File: config.mk
export PLATFORM = sky130hd
export DESIGN_NAME = mtbc_scan_flat
export DESIGN_NICKNAME = d
export VERILOG_FILES = /design/src/hw/rtl/mtbc_pkg.sv /design/src/hw/rtl/mtbc_req_if.sv /design/src/hw/rtl/mtbc_scan.sv /design/src/flat_wrapper.sv
export SDC_FILE = /design/constraint.sdc
export NUM_CORES = 1
export LEC_CHECK = 0
export BUFFER_PORTS_ARGS = -buffer_cell sky130_fd_sc_hd__buf_2
export CAP_MARGIN = 30
export CORE_MARGIN = 4
export CORE_UTILIZATION = 35
export CTS_CLUSTER_DIAMETER = 50
export DETAILED_ROUTE_END_ITERATION = 10
export GPL_TIMING_DRIVEN = 0
export PLACE_DENSITY = 0.65
export SYNTH_ARGS = -nofsm -noshare
export SYNTH_HDL_FRONTEND = slang
export SYNTH_SLANG_ARGS = --single-unit
export TNS_END_PERCENT = 1
File: constraint.sdc
create_clock -name clock -period 13 [get_ports clock]
set_clock_uncertainty 0.15 [all_clocks]
set_input_delay 1.3 -clock clock [delete_from_list [all_inputs] [get_ports clock]]
set_output_delay 1.3 -clock clock [all_outputs]
set_load 0.1 [all_outputs]
File: src/hw/rtl/mtbc_pkg.sv
`timescale 1ns / 1ps
`default_nettype none
// ----------------------------------------------------------------------------
// Multi-tag balance checker package
// Shared widths, register indexes, event and status codes of the checker.
// ----------------------------------------------------------------------------
package mtbc_pkg;

   localparam int PAIR_W          = 2;
   localparam int TAG_LEN_W       = 3;
   localparam int PAIR_WORD_W     = 64;
   localparam int TAG_LEN_WORD_W  = 24;
   localparam int PAIRS_IN_USE_W  = 3;
   localparam int CSR_INDEX_W     = 3;
   localparam int CSR_DATA_W      = 64;

   localparam int QUEUE_DEPTH     = 4;
   localparam int QUEUE_PTR_W     = 2;
   localparam int QUEUE_CNT_W     = 3;

   localparam logic [CSR_INDEX_W-1:0] CSR_PAIR_WORD_0  = 3'd0;
   localparam logic [CSR_INDEX_W-1:0] CSR_TAG_LENGTH   = 3'd4;
   localparam logic [CSR_INDEX_W-1:0] CSR_PAIRS_IN_USE = 3'd5;

   typedef enum logic [1:0] {
      OP_NONE = 2'd0,
      OP_PUSH = 2'd1,
      OP_POP  = 2'd2
   } op_type;

   typedef enum logic [1:0] {
      STATUS_BALANCED  = 2'd0,
      STATUS_BAD_CLOSE = 2'd1,
      STATUS_UNCLOSED  = 2'd2,
      STATUS_OVERFLOW  = 2'd3
   } status_type;

   // One decided text position, passed from the scanner to the stack engine.
   typedef struct packed {
      op_type              op;
      logic [PAIR_W-1:0]   pair;
      logic                text_end;
   } event_type;

endpackage
`default_nettype wire

File: src/hw/rtl/mtbc_req_if.sv
`timescale 1ns / 1ps
`default_nettype none
// ----------------------------------------------------------------------------
// Text byte channel
// Valid/ready channel that carries one text byte and its end-of-text flag.
// ----------------------------------------------------------------------------
interface mtbc_req_if;
   logic       valid;
   logic       ready;
   logic [7:0] text_byte;
   logic       last_byte;

   modport source (output valid, output text_byte, output last_byte, input ready);
   modport sink   (input valid, input text_byte, input last_byte, output ready);
endinterface
`default_nettype wire

File: src/hw/rtl/mtbc_scan.sv
`timescale 1ns / 1ps
`default_nettype none
// ----------------------------------------------------------------------------
// Tag scanner
// Keeps the lookahead window, matches the configured tags at its head, turns
// every text position into a push, pop or nothing, and marks the text end.
// ----------------------------------------------------------------------------
module mtbc_scan
   import mtbc_pkg::*;
#(
   parameter int MAX_PAIRS   = 4,
   parameter int MAX_TAG_LEN = 4
) (
   input  wire logic                       clock,
   input  wire logic                       reset,
   mtbc_req_if.sink                        req,
   input  wire logic [PAIR_WORD_W-1:0]     pair_word [MAX_PAIRS],
   input  wire logic [TAG_LEN_WORD_W-1:0]  tag_length_word,
   input  wire logic [PAIRS_IN_USE_W-1:0]  pairs_in_use,
   input  wire logic                       queue_full,
   output logic                            ev_push,
   output event_type                       ev_data
);

   localparam int FW = $clog2(MAX_TAG_LEN + 1);

   logic [7:0]          win_ff [MAX_TAG_LEN];
   logic [7:0]          win_in [MAX_TAG_LEN];
   logic [7:0]          wa     [MAX_TAG_LEN];
   logic [7:0]          dwin   [MAX_TAG_LEN];
   logic [7:0]          shifted[MAX_TAG_LEN];
   logic [FW-1:0]       fill_ff, fill_in;
   logic [FW-1:0]       skip_ff, skip_in;
   logic                drain_ff, drain_in;

   logic                accept, full_window, drain_step, drain_done, decide_en;
   logic [FW-1:0]       navail, davail, skip_next;
   logic                hit;
   op_type              hit_op, dec_op;
   logic [PAIR_W-1:0]   hit_pair;
   logic [TAG_LEN_W-1:0] hit_len, cand_len;
   logic                cand_eq;

   assign req.ready   = !drain_ff && !queue_full;
   assign accept      = req.valid && req.ready;
   assign navail      = fill_ff + FW'(1);
   assign full_window = (navail == FW'(MAX_TAG_LEN));
   assign drain_step  = drain_ff && !queue_full;
   assign drain_done  = drain_step && (fill_ff == FW'(1));
   assign decide_en   = drain_step || (accept && !req.last_byte && full_window);
   assign davail      = drain_ff ? fill_ff : navail;

   // Window with the incoming byte appended, and the window being decided.
   always_comb begin
      for (int k = 0; k < MAX_TAG_LEN; k++) begin
         wa[k]   = (FW'(k) == fill_ff) ? req.text_byte : win_ff[k];
         dwin[k] = drain_ff ? win_ff[k] : wa[k];
      end
      for (int k = 0; k < MAX_TAG_LEN - 1; k++) begin
         shifted[k] = dwin[k + 1];
      end
      shifted[MAX_TAG_LEN-1] = 8'h00;
   end

   // Try the active pairs in order, opening tag before closing tag.
   always_comb begin
      hit      = 1'b0;
      hit_op   = OP_NONE;
      hit_pair = '0;
      hit_len  = '0;
      cand_len = '0;
      cand_eq  = 1'b0;
      for (int p = 0; p < MAX_PAIRS; p++) begin
         for (int c = 0; c < 2; c++) begin
            cand_len = tag_length_word[TAG_LEN_W*(2*p+c) +: TAG_LEN_W];
            cand_eq  = 1'b1;
            for (int k = 0; k < MAX_TAG_LEN; k++) begin
               if ((TAG_LEN_W'(k) < cand_len) &&
                   (dwin[k] != pair_word[p][32*c + 8*k +: 8])) begin
                  cand_eq = 1'b0;
               end
            end
            if (!hit && cand_eq && (cand_len != '0) &&
                (4'(cand_len) <= 4'(MAX_TAG_LEN)) && (4'(cand_len) <= 4'(davail)) &&
                (PAIRS_IN_USE_W'(p) < pairs_in_use)) begin
               hit      = 1'b1;
               hit_op   = (c == 1) ? OP_POP : OP_PUSH;
               hit_pair = PAIR_W'(p);
               hit_len  = cand_len;
            end
         end
      end
   end

   // Positions inside a matched tag are skipped.
   always_comb begin
      dec_op    = OP_NONE;
      skip_next = skip_ff;
      if (skip_ff != '0) begin
         skip_next = skip_ff - FW'(1);
      end else if (hit) begin
         dec_op    = hit_op;
         skip_next = FW'(hit_len - TAG_LEN_W'(1));
      end
   end

   always_comb begin
      win_in   = win_ff;
      fill_in  = fill_ff;
      skip_in  = skip_ff;
      drain_in = drain_ff;
      if (decide_en) begin
         skip_in = skip_next;
      end
      if (accept) begin
         if (req.last_byte) begin
            win_in   = wa;
            fill_in  = navail;
            drain_in = 1'b1;
         end else if (full_window) begin
            win_in  = shifted;
            fill_in = FW'(MAX_TAG_LEN - 1);
         end else begin
            win_in  = wa;
            fill_in = navail;
         end
      end else if (drain_step) begin
         if (drain_done) begin
            for (int k = 0; k < MAX_TAG_LEN; k++) begin
               win_in[k] = 8'h00;
            end
            fill_in  = '0;
            skip_in  = '0;
            drain_in = 1'b0;
         end else begin
            win_in  = shifted;
            fill_in = fill_ff - FW'(1);
         end
      end
   end

   assign ev_push          = decide_en && ((dec_op != OP_NONE) || drain_done);
   assign ev_data.op       = dec_op;
   assign ev_data.pair     = hit_pair;
   assign ev_data.text_end = drain_done;

   always_ff @(posedge clock) begin
      if (reset) begin
         fill_ff  <= '0;
         skip_ff  <= '0;
         drain_ff <= 1'b0;
      end else begin
         fill_ff  <= fill_in;
         skip_ff  <= skip_in;
         drain_ff <= drain_in;
      end
   end

   always_ff @(posedge clock) begin
      win_ff <= win_in;
   end

endmodule
`default_nettype wire

File: src/flat_wrapper.sv
// flat-port wrapper written by rule: the top's interface ports become plain ports
module mtbc_scan_flat import mtbc_pkg::*;
#(
   parameter int MAX_PAIRS   = 4,
   parameter int MAX_TAG_LEN = 4
)
  (clock, reset, pair_word, tag_length_word, pairs_in_use, queue_full, ev_push, ev_data, req_valid, req_text_byte, req_last_byte, req_ready);
  mtbc_req_if req_i ();
  input  wire logic clock;
  input  wire logic reset;
  input  wire logic [PAIR_WORD_W-1:0] pair_word[MAX_PAIRS];
  input  wire logic [TAG_LEN_WORD_W-1:0] tag_length_word;
  input  wire logic [PAIRS_IN_USE_W-1:0] pairs_in_use;
  input  wire logic queue_full;
  output logic ev_push;
  output event_type ev_data;
  input wire logic [$bits(req_i.valid)-1:0] req_valid;
  input wire logic [$bits(req_i.text_byte)-1:0] req_text_byte;
  input wire logic [$bits(req_i.last_byte)-1:0] req_last_byte;
  output wire logic [$bits(req_i.ready)-1:0] req_ready;
  assign req_i.valid = req_valid;
  assign req_i.text_byte = req_text_byte;
  assign req_i.last_byte = req_last_byte;
  assign req_ready = req_i.ready;
  mtbc_scan #(.MAX_PAIRS(MAX_PAIRS), .MAX_TAG_LEN(MAX_TAG_LEN)) u_core (.clock(clock), .reset(reset), .req(req_i), .pair_word(pair_word), .tag_length_word(tag_length_word), .pairs_in_use(pairs_in_use), .queue_full(queue_full), .ev_push(ev_push), .ev_data(ev_data));
endmodule
==> metrics.yaml, run 1 <==
cts:
  cts_resized: 0
  cts_hold_buffers: 0
  insertion_delay_ns: 0.31
  cts_tree: "done"
  cts_setup_buffers: 0
  clk_pin_slew_worst_paths_ns: 0.08
  h-tree-depth: 2
  root_buffer: "clkbuf_16"
  clock_path_buffers: 2
  cts_sinks: 39
  cts_made_buffers: 5
placed_design:
  placed_cell_area_sq_um: 12000
  io_buffer_count: 298
  dp_hpwl_mm: 44.4
  routabilityCongestion: 1.01
floorplan:
  start_util_pct: 35.9
  die_area_sq_um: 30700
  die_h_microns: 175
  core_sq_um: 27300
  num_rows: 60
  io_pins: 303
  die_x_microns: 175
timing:
  worst_hold_slack_ns: 0.416
  slew_headroom_pct: 24.9
  tightest_slew_ns: 1.12
  setup_viol_count_final: 0
  slew_violations: 0
  hold_viol: 0
  rsz0062_at_grt: "false"
  fin_crit_ns: 7.70
  max_freq_mhz: 130
  min_period_over_period_pct: 59.2
  tns_ns: 0
setup_path:
  cp_num_buf_inv: 5
  path_cells: "buf_2 > buf_2 > buf_1 > mux2i_2 > xnor2_1 > nor4_1 > nand4_1 > o21ai_1 > nand4_1 > nor3_1 > inv_1 > o2111ai_1 > buf_2"
  slowest_delay_ns: 0.87
  cp.arrival_ns: 6.25
  slowest_stage: "nor4_1"
  path_class: "in -> out"
  end_kind: "output port"
  required_ns: 11.55
  cp-start-kind: "input port"
  path_delay_family: "buffers and inverters"
  critPathMaxFanout: 11
  crit_top_cell: "buf_2"
power:
  power_mw: 0.818
  powerDensity_nw_per_um2: 67.3
  p_leak_nw: 4.92
  peakVddDrop_mv: 0.0457
logic_synthesis:
  synth_top_family_by_area: "compound AO/OA/AOI/OAI gates"
  synthArstFlopShare_pct: 0
  yosysSeqAreaShare_pct: 11.2
  synth-simple-area-share_pct: 21.5
  synth-seq-cells: 39
  synthAdderAreaFrac_pct: 4.35
  syn_inst: 1333
  synth_compound_area_share_pct: 29.9
  synth_warnings: 0
  synth.avg_cell_area_sq_um: 7.34
  synth_edf_count: 32
  synth_cell_types: 83
  synthXorXnorAreaFrac_pct: 19.1
  synthFlopType: "edfxtp_1"
  synth_area_sq_um: 9790
  muxShareOfSynthArea_pct: 5.75
  synth_nets: 1663
global_routing:
  antenna_found_initial: 2
  grt_pass1_wl_mm: 80.4
  first_global_vias: 12500
  gr-usage-met1_pct: 44.7
  grt_max_degree: 35
  grt_use_met3_pct: 7.55
  grt_most_used_layer: "met2"
  grt_overflow_total: 0
  use_met2_pct: 53.6
  track_usage_pct: 34.4
routing:
  wire_per_inst_microns: 27.6
  viasPerCell: 6.47
  drt_first_pass_iters: 6
  wl_mm: 56.0
  drtIter0Drc: 2236
  ant_nets: 0
  drc: 0
  vias: 13100
layout:
  syn2layout_area_growth_pct: 24.1
  fillers: 2804
  stdcell_area_sq_um: 12200
  drive_gt1_share_pct: 22.8
  nets: 1984
min_path:
  hold_path.class: "reg -> reg"
status:
  status: "finished clean"
run:
  cap_viol_max_count: 0
[report_power, final]
part	switching (mW)	leakage, nW	internal (mW)	total, mW
clock network	0.0665	0.0838	0.0911	0.158
registers	0.00690	0.364	0.146	0.153
logic	0.318	4.47	0.190	0.507
total	0.391	4.92	0.427	0.818
[layer usage]
layer / up-vias / wire (microns)
met2: 1164 / 23800
met4: 0 / 3460
met5: - / 0
met1: 6094 / 21000
li1: 5660 / -
met3: 212 / 7680
[final cells by class]
type | instances | area (sq um) | area share (%)
antenna | 2 | 5.00 | 0.0412
buffer | 93 | 395 | 3.25
clock buffer | 5 | 125 | 1.03
clock inverter | 3 | 43.8 | 0.360
inverter | 107 | 402 | 3.31
multi-input combinational | 1094 | 7900 | 65.0
sequential | 39 | 1100 | 9.06
tap | 372 | 465 | 3.83
timing repair buffer | 314 | 1720 | 14.1
[cells by family after synthesis]
kind of cell             after synthesis
AO/OA/AOI/OAI                        406
AND/OR/NAND/NOR                      391
XOR/XNOR                             214
buffers and inverters                200
multiplexers                          49
flip-flops                            39
adder cells (fa/ha/maj)               34
[flip-flops by register name, indices dropped and copies added, names as in the netlist]
register         cells
u_core.fill_ff       3
u_core.win_ff       32
u_core.drain_ff      1
u_core.skip_ff       3
[path summary, 6_finish.rpt]
path / startpoint / endpoint / slack [ns] / cells past startpoint
worst max-delay path: req_text_byte[5] / ev_data[1] / 5.30 / 13
worst min-delay path: u_core.fill_ff[0] / u_core.fill_ff[0] / 0.42 / 1
worst max register to register: u_core.fill_ff[0] / u_core.skip_ff[2] / 7.23 / 22
worst min register to register: u_core.fill_ff[0] / u_core.fill_ff[0] / 0.42 / 1
[per-stage QoR]
stage	setup WS (ns)	utilization (%)	instances
floorplan	6.49	-	1333
global placement	5.30	43.1	2003
detailed placement	5.59	44.0	2019
CTS	5.58	44.6	2027
global route	5.37	44.6	2028
finish	5.30	44.6	2029
[synth_stat cells, types with 23 or more instances]
cell	n	share of area (%)
mux2i_1	36	3.7
xor2_1	88	7.9
ha_1	34	4.3
clkbuf_1	66	2.5
o21ai_0	40	2.0
nor2b_1	34	2.2
o22ai_1	58	3.7
nand2b_1	23	1.5
nand4_1	29	1.9
xnor2_1	126	11
a21oi_1	67	3.4
nand3_1	31	1.6
nand2_1	47	1.8
a221oi_1	32	2.9
nor4_1	28	1.8
nor3_1	28	1.4
edfxtp_1	32	9.8
inv_1	105	4.0
nor2_1	98	3.8
[layout by cell type, fill, tap and decap left out, types with 28 or more instances in the layout]
master,n
a21oi_1,67
a221oi_1,32
buf_2,311
clkbuf_1,66
edfxtp_1,32
ha_1,34
inv_1,105
mux2i_1,36
nand2_1,47
nand3_1,31
nand4_1,29
nor2_1,97
nor2b_1,34
nor3_1,28
nor4_1,28
o21ai_0,40
o22ai_1,58
xnor2_1,126
xor2_1,88
(Power assumes the default switching activity.)
==> run 2, diff against run 1 <==
==> constraint.sdc (replaced) <==
create_clock -name clock -period 7.1 [get_ports clock]
set_clock_uncertainty 0.15 [all_clocks]
set_input_delay 0.71 -clock clock [delete_from_list [all_inputs] [get_ports clock]]
set_output_delay 0.71 -clock clock [all_outputs]
set_load 0.1 [all_outputs]
==> metrics.yaml, run 2 (synthesis results as in run 1) <==
status:
  status: "finished clean"
layout:
  largest_reg_flops: 32  # unchanged
  mostFrequentLayoutCells: "buf_2, xnor2_1, inv_1"
  fillers: 2804  # unchanged
  syn2layout_area_growth_pct: 24.1  # unchanged
  regMostFlops: "u_core.win_ff"
  regArea_sq_um: 1100  # unchanged
  multi_input_area_sq_um: 7900  # unchanged
  nets: 1984  # unchanged
  drive_gt1_share_pct: 22.8  # unchanged
  final_common_cell: "buf_2"
  reg_top3: "u_core.win_ff: 32 flops, u_core.fill_ff: 3 flops, u_core.skip_ff: 3 flops"
  stdcell_area_sq_um: 12200  # unchanged
timing:
  slew_violations: 0  # unchanged
  fin_ws_ns: 0.648  # -4.66 ns
  hold_viol: 0  # unchanged
  slew_headroom_pct: 25.2  # +0.28 points
  min_period_over_period_pct: 90.9
  setup_viol_count_final: 0  # unchanged
  tightest_slew_ns: 1.11  # -0.00413 ns
  tns_ns: 0  # unchanged
  fin_crit_ns: 6.45
  max_freq_mhz: 155
  rsz0062_at_grt: "false"
global_routing:
  first_global_vias: 12500  # -0.064%
  grt_overflow_total: 0  # unchanged
  track_usage_pct: 34.4  # about the same
  grt_pass1_wl_mm: 80.4  # about the same
  grt_max_degree: 35  # unchanged
  antenna_found_initial: 2  # unchanged
setup_path:
  r2r_end: "u_core.skip_ff[2]"
  critPathMaxFanout: 10  # -1
  crit_end: "ev_data[1]"
  r2r_slack_ns: 1.34  # -5.89 ns
  crit_start: "req_text_byte[5]"
  cp.arrival_ns: 5.59  # -0.66 ns
  required_ns: 6.24  # -5.31 ns
  r2r_start: "u_core.fill_ff[0]"
  worstRegToRegCells: 22  # unchanged
  path_class: "in -> out"
  end_kind: "output port"
  cp-start-kind: "input port"
floorplan:
  die_h_microns: 175  # unchanged
  num_rows: 60  # unchanged
  die_x_microns: 175  # unchanged
  die_area_sq_um: 30700  # unchanged
  start_util_pct: 35.9  # unchanged
  core_sq_um: 27300  # unchanged
  io_pins: 303  # unchanged
cts:
  cts_hold_buffers: 0  # unchanged
  clock_path_buffers: 2  # unchanged
  h-tree-depth: 2  # unchanged
  cts_resized: 0  # unchanged
  cts_sinks: 39  # unchanged
  cts_made_buffers: 5  # unchanged
  clk_pin_slew_worst_paths_ns: 0.07  # about the same
  root_buffer: "clkbuf_16"
  insertion_delay_ns: 0.31  # about the same
  cts_setup_buffers: 0  # unchanged
  cts_tree: "done"
placed_design:
  placed_cell_area_sq_um: 12000  # unchanged
  dp_hpwl_mm: 44.4  # unchanged
  routabilityCongestion: 1.01  # unchanged
  io_buffer_count: 298  # unchanged
  place_ws_ns: 0.870  # -4.72 ns
routing:
  vias: 13100  # unchanged
  wire_per_inst_microns: 27.7  # +0.29%
  drc: 0  # unchanged
  drt_first_pass_iters: 6  # unchanged
  wl_mm: 56.2  # +0.29%
  drtIter0Drc: 2063  # -7.7%
  viasPerCell: 6.47  # unchanged
  ant_nets: 0  # unchanged
power:
  powerDensity_nw_per_um2: 123  # +83%
  peakVddDrop_mv: 0.0833  # +82%
  p_leak_nw: 4.92  # unchanged
min_path:
  hold_path.class: "reg -> reg"
run:
  cap_viol_max_count: 0  # unchanged
## run 2: cell counts in the layout (fill, tap and decap cells not counted)
Identical to the previous run, type by type.
## run 2: area by class of cell
cell class	count	share of cell area (%)
plain buffers	93	3.25
clock buffers	5	1.03
multi-input cells	1094	65.0
diodes	2	0.0412
inverters	107	3.31
repair buffers	314	14.1
well taps	372	3.83
flip-flops and latches	39	9.06
clock inverters	3	0.360
## run 2: routing by layer
layer / wire length [microns] / part of all wire (%) / track usage (%) / vias to the layer above
met5: 19 / 0.034 / 0 / -
met1: 21000 / 37 / 44.6 / 6057
met3: 7710 / 14 / 7.62 / 226
met4: 3470 / 6.2 / 17.5 / 2
li1: - / - / - / 5667
met2: 24000 / 43 / 53.6 / 1178
## run 2: how the worst min path moves through the flow
stage                                  from                end  slack (ns)  cells past startpoint
final                     u_core.skip_ff[1]  u_core.skip_ff[1]        0.41                      1
after global routing      u_core.fill_ff[1]  u_core.fill_ff[1]        0.42                      2
after CTS                 u_core.fill_ff[1]  u_core.fill_ff[1]        0.40                      2
after detailed placement  u_core.fill_ff[1]  u_core.fill_ff[1]        0.39                      2
after global placement    u_core.skip_ff[1]  u_core.skip_ff[1]        0.37                      1
after floorplan           u_core.fill_ff[1]  u_core.fill_ff[1]        0.34                      2
## run 2: power by group
group          internal, mW  switching (mW)  total (mW)
sequential            0.267          0.0126       0.279
combinational         0.348           0.582       0.930
clock                 0.167           0.121       0.287
## run 2: worst max-delay path, stage by stage
cell	delay, ns
buf_2	0.12
buf_2	0.46
buf_1	0.82
mux2i_2	0.40
xnor2_1	0.23
nor4_1	0.86
nand4_1	0.16
o21ai_1	0.37
nand4_1	0.25
nor3_1	0.39
inv_1	0.16
o2111ai_1	0.16
buf_2	0.48
## run 2: through the flow
step / util (%) / instances / hold WS [ns] / power (mW)
floorplan: - / 1333 / 0.338 / 0.805
global placement: 43.1 / 2003 / 0.366 / 1.15
detailed placement: 44.0 / 2019 / 0.393 / 1.17
CTS: 44.6 / 2027 / 0.403 / 1.46
global route: 44.6 / 2028 / 0.417 / 1.55
finish: 44.6 / 2029 / 0.411 / 1.50
==> run 3, diff against run 2 <==
--- a/config.mk
+++ b/config.mk
@@ -7,7 +7,6 @@
 export LEC_CHECK = 0
 export BUFFER_PORTS_ARGS = -buffer_cell sky130_fd_sc_hd__buf_2
 export CAP_MARGIN = 30
-export CORE_MARGIN = 4
 export CORE_UTILIZATION = 35
 export CTS_CLUSTER_DIAMETER = 50
 export DETAILED_ROUTE_END_ITERATION = 10
==> constraint.sdc (replaced) <==
create_clock -name clock -period 7.6 [get_ports clock]
set_clock_uncertainty 0.15 [all_clocks]
set_input_delay 0.76 -clock clock [delete_from_list [all_inputs] [get_ports clock]]
set_output_delay 0.76 -clock clock [all_outputs]
set_load 0.005 [all_outputs]
==> metrics.yaml, run 3 (synthesis results as in run 1) <==
setup_path:
  critPathMaxFanout: 10  # unchanged
  required_ns: 6.69  # +0.45 ns
  r2r_start: "u_core.fill_ff[0]"
  cp-start-kind: "input port"
  r2r_end: "u_core.skip_ff[2]"
  worstRegToRegCells: 22  # unchanged
  crit_start: "req_text_byte[4]"
  crit_end: "ev_push"
  path_class: "in -> out"
  r2r_slack_ns: 1.76  # +0.42 ns
  end_kind: "output port"
  cp.arrival_ns: 5.44  # -0.15 ns
timing:
  rsz0062_at_grt: "false"
  slew_headroom_pct: 23.9  # -1.3 points
  hold_viol: 0  # unchanged
  tightest_slew_ns: 1.14  # +0.0278 ns
  worst_hold_slack_ns: 0.396  # -0.0153 ns
  slew_violations: 0  # unchanged
  tns_ns: 0  # unchanged
  setup_viol_count_final: 0  # unchanged
  min_period_over_period_pct: 83.5
  max_freq_mhz: 158
  fin_crit_ns: 6.35
layout:
  syn2layout_area_growth_pct: 24.4
  regMostFlops: "u_core.win_ff"
  drive_gt1_share_pct: 22.9  # +0.047 points
  reg_top3: "u_core.win_ff: 32 flops, u_core.fill_ff: 3 flops, u_core.skip_ff: 3 flops"
  nets: 1985  # +0.050%
  largest_reg_flops: 32  # unchanged
  stdcell_area_sq_um: 12200  # +0.19%
  final_common_cell: "buf_2"
  mostFrequentLayoutCells: "buf_2, xnor2_1, inv_1"
  fillers: 2836  # +1.1%
floorplan:
  core_sq_um: 27200  # -0.28%
  io_pins: 303  # unchanged
  die_h_microns: 169  # -3.4%
  start_util_pct: 36.0  # +0.099 points
  die_x_microns: 169  # -3.4%
  die_area_sq_um: 28600  # -6.7%
  num_rows: 60  # unchanged
power:
  peakVddDrop_mv: 0.0897  # +7.7%
  p_leak_nw: 4.92  # +0.14%
  powerDensity_nw_per_um2: 114  # -7.5%
cts:
  insertion_delay_ns: 0.30  # about the same
  root_buffer: "clkbuf_16"
  cts_sinks: 39  # unchanged
  cts_hold_buffers: 0  # unchanged
  clk_pin_slew_worst_paths_ns: 0.07  # about the same
  cts_resized: 0  # unchanged
  h-tree-depth: 2  # unchanged
  cts_setup_buffers: 0  # unchanged
  clock_path_buffers: 2  # unchanged
  cts_made_buffers: 5  # unchanged
  cts_tree: "done"
placed_design:
  placed_cell_area_sq_um: 12000  # -0.13%
  routabilityCongestion: 1.02  # +1.2%
  io_buffer_count: 298  # unchanged
  dp_hpwl_mm: 43.4  # -2.4%
global_routing:
  track_usage_pct: 37.2  # +2.8 points
  grt_pass1_wl_mm: 78.2  # -2.7%
  antenna_found_initial: 4  # +2
  first_global_vias: 12300  # -1.4%
  grt_overflow_total: 0  # unchanged
  grt_max_degree: 35  # unchanged
routing:
  drt_first_pass_iters: 6  # unchanged
  ant_nets: 0  # unchanged
  drc: 0  # unchanged
  viasPerCell: 6.38  # -1.4%
  wl_mm: 54.7  # -2.7%
  drtIter0Drc: 1790  # -13%
  vias: 13000  # -1.4%
  wire_per_inst_microns: 26.9  # -2.7%
min_path:
  min_path_cells: 1  # unchanged
  hold_path.class: "reg -> reg"
run:
  cap_viol_max_count: 0  # unchanged
status:
  status: "finished clean"
## run 3: layer usage
| metal | up-vias | track usage (%) | share of wire [%] |
|---|---|---|---|
| met2 | 1077 | 57.1 | 42 |
| met4 | 4 | 23.1 | 7.0 |
| met1 | 5985 | 46.4 | 38 |
| met5 | - | 0 | 0.031 |
| met3 | 221 | 9.47 | 13 |
| li1 | 5663 | - | - |
## run 3: worst min-delay path by stage
stage                      startpoint  slack (ns)                end
finish              u_core.skip_ff[1]        0.40  u_core.skip_ff[1]
global route        u_core.skip_ff[1]        0.40  u_core.skip_ff[1]
CTS                 u_core.skip_ff[1]        0.38  u_core.skip_ff[1]
detailed placement  u_core.skip_ff[1]        0.37  u_core.skip_ff[1]
global placement    u_core.skip_ff[1]        0.36  u_core.skip_ff[1]
floorplan           u_core.fill_ff[1]        0.34  u_core.fill_ff[1]
## run 3: worst max-delay path, cell delays in order
cell and delay (ns):
clkbuf_1 0.57, clkbuf_1 0.85, buf_1 0.88, a22oi_1 0.21, a21oi_1 0.20, nand4b_1 0.23, o22ai_1 0.60, nand4_1 0.32
nand4b_1 0.25, or2_2 0.16, nor2b_1 0.06, nor2_1 0.11, o21a_1 0.11, buf_2 0.10
## run 3: power by group
| group | switching (mW) | internal, mW |
|---|---|---|
| registers | 0.0108 | 0.249 |
| logic | 0.540 | 0.326 |
| clock network | 0.103 | 0.157 |
| total | 0.655 | 0.731 |
## run 3: area by class of cell
| type | count | area, sq um | share of cell area [%] |
|---|---|---|---|
| Tap cell | 372 | 465 | 3.82 |
| Antenna cell | 1 | 2.50 | 0.0206 |
| Clock buffer | 5 | 125 | 1.03 |
| Inverter | 107 | 402 | 3.30 |
| Multi-Input combinational cell | 1094 | 7900 | 64.9 |
| Sequential cell | 39 | 1100 | 9.04 |
| Timing Repair Buffer | 315 | 1740 | 14.3 |
| Clock inverter | 3 | 46.3 | 0.380 |
| Buffer | 93 | 395 | 3.25 |
## run 3: metrics by stage
stage               std cells  setup WS (ns)  util (%)  total power [mW]
global placement         2003           1.07      43.2              1.07
CTS                      2025           1.57      44.7              1.35
detailed placement       2017           1.35      44.0              1.09
finish                   2029           1.25      44.8              1.39
floorplan                1333           3.10         -             0.748
global route             2029           1.18      44.8              1.43
